--- config.mk ---
export PLATFORM = sky130hd
export DESIGN_NAME = two_channel_adc_moving_average_flat
export DESIGN_NICKNAME = d
export VERILOG_FILES = /design/src/sv/tcadc_pkg.sv /design/src/sv/tcadc_if.sv /design/src/sv/two_channel_adc_moving_average.sv /design/src/flat_wrapper.sv
export SDC_FILE = /design/constraint.sdc
export NUM_CORES = 1
export LEC_CHECK = 0
export ABC_AREA = 0
export BUFFER_PORTS_ARGS = -buffer_cell sky130_fd_sc_hd__buf_2
export CAP_MARGIN = 15
export CORE_AREA = 2 2 174 176
export DETAILED_ROUTE_END_ITERATION = 16
export DIE_AREA = 0 0 176 178
export GPL_ROUTABILITY_DRIVEN = 0
export PLACE_DENSITY = 0.8
export SYNTH_ARGS = -nofsm -noshare
export SYNTH_HDL_FRONTEND = slang
export SYNTH_SLANG_ARGS = --single-unit
--- constraint.sdc ---
create_clock -name clk -period 12.63 [get_ports clk]
set_clock_uncertainty 0.05 [all_clocks]
set_input_delay 0 -clock clk [delete_from_list [all_inputs] [get_ports clk]]
set_output_delay 0 -clock clk [all_outputs]
set_load 0.01 [all_outputs]
--- src/sv/tcadc_pkg.sv ---
package tcadc_pkg;

    localparam int SAMPLE_W       = 10;
    localparam int BYTE_W         = 8;
    localparam int SUM_W          = 16;
    localparam int DEF_WINDOW_LEN = 20;

    typedef struct packed {
        logic [SAMPLE_W-1:0] sample;
    } in_item_t;

    typedef struct packed {
        logic                sample_kept;
        logic                next_is_aux;
        logic [SAMPLE_W-1:0] main_reading;
        logic [BYTE_W-1:0]   main_reading_byte;
        logic [SAMPLE_W-1:0] aux_reading;
        logic [BYTE_W-1:0]   aux_reading_byte;
        logic [SUM_W-1:0]    window_sum;
        logic [SAMPLE_W-1:0] window_average;
    } out_item_t;

    // Snapshot of the state after one transaction, before the divide stage
    typedef struct packed {
        logic                sample_kept;
        logic                next_is_aux;
        logic [SAMPLE_W-1:0] main_reading;
        logic [SAMPLE_W-1:0] aux_reading;
        logic [SUM_W-1:0]    window_sum;
    } snap_t;

endpackage

--- src/sv/tcadc_if.sv ---
interface tcadc_in_if;
    import tcadc_pkg::*;

    logic     valid;
    logic     ready;
    in_item_t item;

    modport source (output valid, output item, input ready);
    modport sink (input valid, input item, output ready);
endinterface

interface tcadc_out_if;
    import tcadc_pkg::*;

    logic      valid;
    logic      ready;
    out_item_t item;

    modport source (output valid, output item, input ready);
    modport sink (input valid, input item, output ready);
endinterface

--- src/sv/two_channel_adc_moving_average.sv ---
// Two-channel converter sampler with a boxcar moving average on the main channel.
//
// samples: one 10-bit conversion per transaction, of the channel that the last
//   result reported in next_is_aux. The first conversion after each channel
//   switch is dropped (sample_kept = 0).
// results: exactly one result per sample, in order: the last readings of both
//   channels, their upper 8 bits, the window sum and the sum / WINDOW_LEN.
//
// From acceptance to result valid, a sample passes one register stage for the
// state update (ring write, running-sum add/subtract), one for the reciprocal
// multiply that forms the average. Throughput is one sample per cycle while
// the receiver takes results; the ring memory has one write and one prefetch
// read port, so the oldest entry is always ready for the next main-channel sample.
//
// Reset clears all control state and the ring (per-entry valid bits), so the
// ring reads as zero at once; no clearing pass is needed.
// When the receiver stalls, the output register holds its result and the
// first stage still takes one more sample; ready drops only when both are full.
module two_channel_adc_moving_average #(
    parameter int WINDOW_LEN = tcadc_pkg::DEF_WINDOW_LEN
) (
    input  logic        clk,
    input  logic        rst_n,
    tcadc_in_if.sink    samples,
    tcadc_out_if.source results
);
    import tcadc_pkg::*;

    localparam int PosW     = (WINDOW_LEN > 1) ? $clog2(WINDOW_LEN) : 1;
    localparam int DivShift = SUM_W + $clog2(WINDOW_LEN);
    localparam int MulW     = SUM_W + 1;
    localparam int ProdW    = SUM_W + MulW;
    localparam logic [MulW-1:0] DivMul =
        MulW'(((64'd1 << DivShift) + 64'(WINDOW_LEN) - 64'd1) / 64'(WINDOW_LEN));
    localparam logic [PosW-1:0] LastPos = PosW'(WINDOW_LEN - 1);

    // Channel and ring state
    logic                  discard_reg, discard_next;
    logic                  aux_reg, aux_next;
    logic [PosW-1:0]       pos_reg, pos_next;
    logic [SUM_W-1:0]      sum_reg, sum_next;
    logic [SAMPLE_W-1:0]   last_main_reg, last_main_next;
    logic [SAMPLE_W-1:0]   last_aux_reg, last_aux_next;
    logic [WINDOW_LEN-1:0] valid_reg;
    logic                  rd_valid_reg, rd_valid_next;
    logic                  bypass_reg, bypass_next;
    logic [SAMPLE_W-1:0]   rd_data_reg;
    logic [SAMPLE_W-1:0]   ring_mem [WINDOW_LEN];

    // Pipeline
    logic                  s1_valid_reg;
    snap_t                 s1_reg;
    snap_t                 snap;
    logic                  out_valid_reg;
    out_item_t             out_reg;
    out_item_t             out_next;

    logic                  accept;
    logic                  take_main;
    logic                  wrap;
    logic [PosW-1:0]       pos_inc;
    logic [SAMPLE_W-1:0]   s;
    logic [SAMPLE_W-1:0]   oldest;
    logic                  out_stage_ready;
    logic                  s1_ready;
    logic [ProdW-1:0]      quot_prod;
    logic [ProdW-1:0]      quot_full;

    assign out_stage_ready = !out_valid_reg || results.ready;
    assign s1_ready        = !s1_valid_reg || out_stage_ready;
    assign samples.ready   = s1_ready;
    assign accept          = samples.valid && s1_ready;
    assign s               = samples.item.sample;

    assign take_main = accept && !discard_reg && !aux_reg;
    assign wrap      = (pos_reg == LastPos);
    assign pos_inc   = wrap ? '0 : pos_reg + PosW'(1);

    // Oldest entry at pos_reg: prefetched, or the last write when the ring is one deep
    assign oldest = bypass_reg ? last_main_reg : (rd_valid_reg ? rd_data_reg : '0);

    always_comb
    begin
        discard_next   = discard_reg;
        aux_next       = aux_reg;
        pos_next       = pos_reg;
        sum_next       = sum_reg;
        last_main_next = last_main_reg;
        last_aux_next  = last_aux_reg;
        rd_valid_next  = rd_valid_reg;
        bypass_next    = bypass_reg;
        if (accept)
        begin
            if (discard_reg)
            begin
                discard_next = 1'b0;
            end
            else if (aux_reg)
            begin
                last_aux_next = s;
                aux_next      = 1'b0;
                discard_next  = 1'b1;
            end
            else
            begin
                last_main_next = s;
                sum_next       = sum_reg - SUM_W'(oldest) + SUM_W'(s);
                pos_next       = pos_inc;
                rd_valid_next  = valid_reg[pos_inc] && (pos_inc != pos_reg);
                bypass_next    = (pos_inc == pos_reg);
                if (wrap)
                begin
                    aux_next     = 1'b1;
                    discard_next = 1'b1;
                end
            end
        end
    end

    always_comb
    begin
        snap.sample_kept  = !discard_reg;
        snap.next_is_aux  = aux_next;
        snap.main_reading = last_main_next;
        snap.aux_reading  = last_aux_next;
        snap.window_sum   = sum_next;
    end

    always_ff @(posedge clk or negedge rst_n)
    begin
        if (!rst_n)
        begin
            discard_reg   <= 1'b0;
            aux_reg       <= 1'b0;
            pos_reg       <= '0;
            sum_reg       <= '0;
            last_main_reg <= '0;
            last_aux_reg  <= '0;
            valid_reg     <= '0;
            rd_valid_reg  <= 1'b0;
            bypass_reg    <= 1'b0;
        end
        else
        begin
            discard_reg   <= discard_next;
            aux_reg       <= aux_next;
            pos_reg       <= pos_next;
            sum_reg       <= sum_next;
            last_main_reg <= last_main_next;
            last_aux_reg  <= last_aux_next;
            rd_valid_reg  <= rd_valid_next;
            bypass_reg    <= bypass_next;
            if (take_main)
            begin
                valid_reg[pos_reg] <= 1'b1;
            end
        end
    end

    // Ring memory: write the new sample, prefetch the entry it will replace next
    always_ff @(posedge clk)
    begin
        if (take_main)
        begin
            ring_mem[pos_reg] <= s;
            rd_data_reg       <= ring_mem[pos_inc];
        end
    end

    // Average by reciprocal multiply, exact for every 16-bit sum
    assign quot_prod = ProdW'(s1_reg.window_sum) * ProdW'(DivMul);
    assign quot_full = quot_prod >> DivShift;

    always_comb
    begin
        out_next.sample_kept       = s1_reg.sample_kept;
        out_next.next_is_aux       = s1_reg.next_is_aux;
        out_next.main_reading      = s1_reg.main_reading;
        out_next.main_reading_byte = s1_reg.main_reading[SAMPLE_W-1 -: BYTE_W];
        out_next.aux_reading       = s1_reg.aux_reading;
        out_next.aux_reading_byte  = s1_reg.aux_reading[SAMPLE_W-1 -: BYTE_W];
        out_next.window_sum        = s1_reg.window_sum;
        out_next.window_average    = quot_full[SAMPLE_W-1:0];
    end

    always_ff @(posedge clk or negedge rst_n)
    begin
        if (!rst_n)
        begin
            s1_valid_reg  <= 1'b0;
            out_valid_reg <= 1'b0;
        end
        else
        begin
            if (s1_ready)
            begin
                s1_valid_reg <= accept;
            end
            if (out_stage_ready)
            begin
                out_valid_reg <= s1_valid_reg;
            end
        end
    end

    always_ff @(posedge clk)
    begin
        if (accept)
        begin
            s1_reg <= snap;
        end
        if (out_stage_ready && s1_valid_reg)
        begin
            out_reg <= out_next;
        end
    end

    assign results.valid = out_valid_reg;
    assign results.item  = out_reg;

endmodule

--- src/flat_wrapper.sv ---
// flat-port wrapper written by rule: the top's interface ports become plain ports
module two_channel_adc_moving_average_flat import tcadc_pkg::*;
#(
    parameter int WINDOW_LEN = tcadc_pkg::DEF_WINDOW_LEN
)
  (clk, rst_n, samples_valid, samples_item, samples_ready, results_valid, results_item, results_ready);
  tcadc_in_if samples_i ();
  tcadc_out_if results_i ();
  input  logic clk;
  input  logic rst_n;
  input wire logic [$bits(samples_i.valid)-1:0] samples_valid;
  input wire logic [$bits(samples_i.item)-1:0] samples_item;
  output wire logic [$bits(samples_i.ready)-1:0] samples_ready;
  output wire logic [$bits(results_i.valid)-1:0] results_valid;
  output wire logic [$bits(results_i.item)-1:0] results_item;
  input wire logic [$bits(results_i.ready)-1:0] results_ready;
  assign samples_i.valid = samples_valid;
  assign samples_i.item = samples_item;
  assign samples_ready = samples_i.ready;
  assign results_valid = results_i.valid;
  assign results_item = results_i.item;
  assign results_i.ready = results_ready;
  two_channel_adc_moving_average #(.WINDOW_LEN(WINDOW_LEN)) u_core (.clk(clk), .rst_n(rst_n), .samples(samples_i), .results(results_i));
endmodule
; Word-level counts from Yosys, hierarchy flattened
; Memory sizes are Yosys's and may differ from the RTL's. A register that Yosys moved wholly into a read port is not among the register bits.
; Index checks and enable logic that the tools add are counted.
[word_totals]
ramBits = 200
out_inout_bits = 66
reg_bits = 169
memories = 1
[mem_list]
columns = memory, depth, width, read_ports, rd_ports_with_merged_regs, write_ports, line_no
row1 = u_core.ring_mem, 20, 10, 1, 1, 1, two_channel_adc_moving_average.sv:48  ; logic [SAMPLE_W-1:0] ring_mem [WINDOW_LEN];
[op_classes]
reduce_logical = 13
n_mul = 1
muxes = 24
eq_ne = 3
bitwise_logic = 3
magnitude_cmp = 3
add_sub_neg = 3
[op_table]
columns = cell, n
row1 = $mux W10, 8
row2 = $mux W16, 3
row3 = $mul A16 B16 Y30 const B, 1
row4 = $or A20 B20 Y20, 1
row5 = $add A16 B10 Y16, 1
row6 = $sub A16 B10 Y16, 1
row7 = $lt A5 B6 Y1 const B, 2
row8 = $mux W1, 10
row9 = $logic_and A1 B1 Y1, 6
row10 = $add A5 B1 Y5 const B, 1
row11 = $bmux W1 S5, 1
row12 = $demux W1 S5, 1
row13 = $eq A5 B5 Y1, 1
row14 = $eq A5 B5 Y1 const B, 1
row15 = $ge A5 B1 Y1 const B, 1
row16 = $mux W5, 1
row17 = $ne A5 B5 Y1, 1
row18 = $logic_not A1 Y1, 4
row19 = $reduce_and A3 Y1, 1
row20 = $logic_or A1 B1 Y1, 2
row21 = $not A1 Y1, 2

; Depth between registers and ports, before layout
[depth]
word_depth = 8
mapped_depth = 19
ltp_nobuf = 19

; Worst setup path after synthesis
; OpenSTA, ideal clock, no wires.
[synth_path]
kind = reg-to-reg
startpoint = register u_core.s1_reg, in the netlist u_core.out_next[13]
endpoint = register u_core.out_reg, in the netlist u_core.results.item[6], data pin
n_path_buf = 0
path_slack_ps = 7621
path_stages_with_launch = 18
setup_ps = 269
t_required_ps = 12311
t_arrival_ps = 4691
period_less_slack_ps = 5009
cell_sequence = edfxtp_1 > ha_1 > inv_1 > fa_1 > inv_1 > fa_1 > fa_1 > fa_1 > inv_1 > fa_1 > inv_1 > ha_1 > nand4_1 > nor3_1 > o21ai_0 > o21a_1 > o31ai_1 > xor2_1
[synth_rtl]
columns = item, line_no
row1 = from (decl), two_channel_adc_moving_average.sv:52  ; snap_t s1_reg;
row2 = from (signal assigned), two_channel_adc_moving_average.sv:210  ; s1_reg <= snap;
row3 = to (signal assigned), two_channel_adc_moving_average.sv:214  ; out_reg <= out_next;
row4 = to (decl), two_channel_adc_moving_average.sv:55  ; out_item_t out_reg;

==> qor.yml <==
hold_viol: 0
status: "finished, final reports clean"
yosys.area.top_type: "edfxtp_1"
yosysTopAreaCellShare: 0.4730
max_stage_delay_ns: 0.53
initial_core_util: 0.6391
root_buffer: "clkbuf_16"
die_w_um: 176
synthTopCellsByArea: "edfxtp_1 (47%), fa_1 (9.6%), ha_1 (9.2%), dfrtp_1 (8.9%), mux4_2 (6.5%)"
fp-row-count: 63
largest_register: "u_core.ring_mem"
grt_pass1_wl_um: 62560
synthFlopType: "edfxtp_1"
dieArea_um2: 31330
multi_input_area_um2: 7137
cp_data_arrival_time_ns: 5.80
drv_cap: 0
path_max_fanout: 7
antenna_left: 0
grt_pass1_vias: 11290
h-tree-depth: 2
clock_sinks: 363
syn-num-nets: 1548
ff2ff_path_depth: 16
setup-violations-final: 0
io_buffers: 79
syn_area_per_cell_um2: 14.39
finalCritPeriodShare: 0.4423
cts_tree: "done"
crit_required_ns: 12.84
synthArstFlopShare: 0.1846
cts_made_buffers: 37
die_h_um: 178
cp.buffers_inverters: 4
clkTransAtPathRegs_ns: 0.06
drtIter0Drc: 984
synthTopCellsByCount: "edfxtp_1 (296), inv_1 (219), ha_1 (138)"
crit_family: "adder cells"
gr-usage-all-layers: 0.2666
worstMarginPinSlew_ns: 1.119
start_kind: "register"
fillCellCount: 1837
route.detailed.drc: 0
core-area_um2: 29400
antenna_found_initial: 0
cp.depth: 16
postCtsSetupRepairBufs: 0
crit_chain: "ha_1 -> fa_1 -> fa_1 -> inv_1 -> fa_1 -> inv_1 -> fa_1 -> inv_1 -> fa_1 -> inv_1 -> ha_1 -> a21o_1 -> a2111oi_0 -> o21a_1 -> o21ai_0 -> xor2_1"
ys_seq_area_frac: 0.5622
route.vias.total: 10800
cts_buffer_depth: 3
path_common_cell: "fa_1"
num_io_pins: 80
cts_resized: 0
synth-edff-count: 296
ys_types: 58
synth.cell_area_um2: 18790
maxSlewViolCount: 0
routed_wirelength_um: 40350
n_antenna_cell: 0
firstDrtPassIters: 7
rsz0062_at_grt: "no"
fmax_ghz: 0.1790
ys_warn_count: 0
seqCellArea_um2: 10570
areaGrowthSynthToFinish_pct: 11.08
slowest_stage: "edfxtp_1"
nets: 1645
clk_latency_ns: 0.54
routed_via_density: 5.930
post-synth-top-count-cell: "edfxtp_1"
hold_buffers: 14
dp_hpwl_um: 27770
grt_start_max_net_pins: 68
synthesis.instances: 1306
largest_reg_flops: 200
grt_overflow: 0
synth_seq_cells: 363
fin_setup_tns_ns: 0
cp-end-kind: "register"
wl_per_cell_um: 22.15
period_needed_ns: 5.586
critPathKind: "reg2reg"
relSlewSlack: 0.2515
drive_gt1_frac: 0.1571
hold_path_class: "in2async"
==> worst paths after layout <==
| path | to | slack (ns) | start |
|---|---|---|---|
| hold / removal | u_core.results.valid$_DFFE_PN0P_ | 0.15 | rst_n |
| hold reg to reg | u_core.results.item[30]$_DFFE_PP_ | 0.37 | u_core.out_next[30]$_DFFE_PP_ |
| setup / recovery | u_core.results.item[7]$_DFFE_PP_ | 7.04 | u_core.out_next[15]$_DFFE_PP_ |
| setup reg to reg | u_core.results.item[7]$_DFFE_PP_ | 7.04 | u_core.out_next[15]$_DFFE_PP_ |
| max in group asynchronous | u_core.valid_reg[13]$_DFFE_PN0P_ | 11.77 | rst_n |
| min in group clk | u_core.results.valid$_DFFE_PN0P_ | 0.24 | results_ready |
==> per-layer routing <==
| layer | vias up | GRT usage | part of all wire |
|---|---|---|---|
| li1 | 4830 | - | - |
| met1 | 5443 | 0.3335 | 0.39 |
| met2 | 429 | 0.4734 | 0.52 |
| met3 | 102 | 0.03474 | 0.054 |
| met4 | 0 | 0.1123 | 0.042 |
| met5 | - | 0 | 0 |
==> final cells by class <==
class / count / area share
Clock inverter: 18 / 0.009651
Tap cell: 390 / 0.02338
Multi-Input combinational cell: 675 / 0.3419
Timing Repair Buffer: 106 / 0.03069
Inverter: 220 / 0.03956
Sequential cell: 363 / 0.5061
Clock buffer: 50 / 0.04867
==> layout by cell type (no fill, tap or decap), types with 7 or more instances in the layout <==
master | synthesis | routed
edfxtp_1 | 296 | 296
inv_1 | 219 | 219
ha_1 | 138 | 137
fa_1 | 90 | 90
buf_2 | 1 | 79
nand2_1 | 73 | 73
dfrtp_1 | 67 | 67
mux4_2 | 54 | 54
o21ai_0 | 50 | 50
clkbuf_16 | 0 | 38
nor2_1 | 28 | 28
a21oi_1 | 21 | 21
a22o_1 | 19 | 19
xnor2_1 | 19 | 19
a21o_1 | 17 | 17
or2_2 | 14 | 14
dlygate4sd3_1 | 0 | 14
and3_1 | 12 | 12
xor2_1 | 11 | 11
a221oi_1 | 11 | 11
o21ai_1 | 11 | 11
buf_4 | 19 | 11
clkbuf_1 | 24 | 10
nand3_1 | 9 | 9
nand4_1 | 8 | 8
o211ai_1 | 7 | 7
o21a_1 | 7 | 7
==> kinds of logic (layout without fill, tap and decap cells) <==
kind of cell / after synthesis / after routing / share of synthesized area
AOI/OAI and AO/OA: 180 / 180 / 0.06399
xor gates and xnor gates: 30 / 30 / 0.01398
adders and majority gates: 228 / 228 / 0.1878
buffers and inverters: 268 / 394 / 0.05859
DFF: 363 / 363 / 0.5622
muxes: 59 / 59 / 0.06758
and+or+nand+nor: 178 / 178 / 0.04587
==> tightest hold or removal path: stages <==
cell	delay, ns
dlygate4sd3_1	0.52
buf_2	0.09
buf_4	0.66
==> through the flow <==
stage	utilization	setup slack, ns	hold WS, ns	std cells	area, um2
3_5_place_dp	0.6625	7.151	0.1753	1736	19480
4_1_cts	0.7087	7.127	0.1927	1818	20840
5_1_grt	0.7099	6.775	0.2490	1822	20870
6_report	0.7099	7.044	0.1545	1822	20870
3_3_place_gp	0.6625	7.367	0.1740	1736	19480
2_1_floorplan	-	7.621	-0.3456	1306	18790
Power is not shown: default switching activity piles up to over one toggle a cycle in this logic, so the estimate is an artifact.
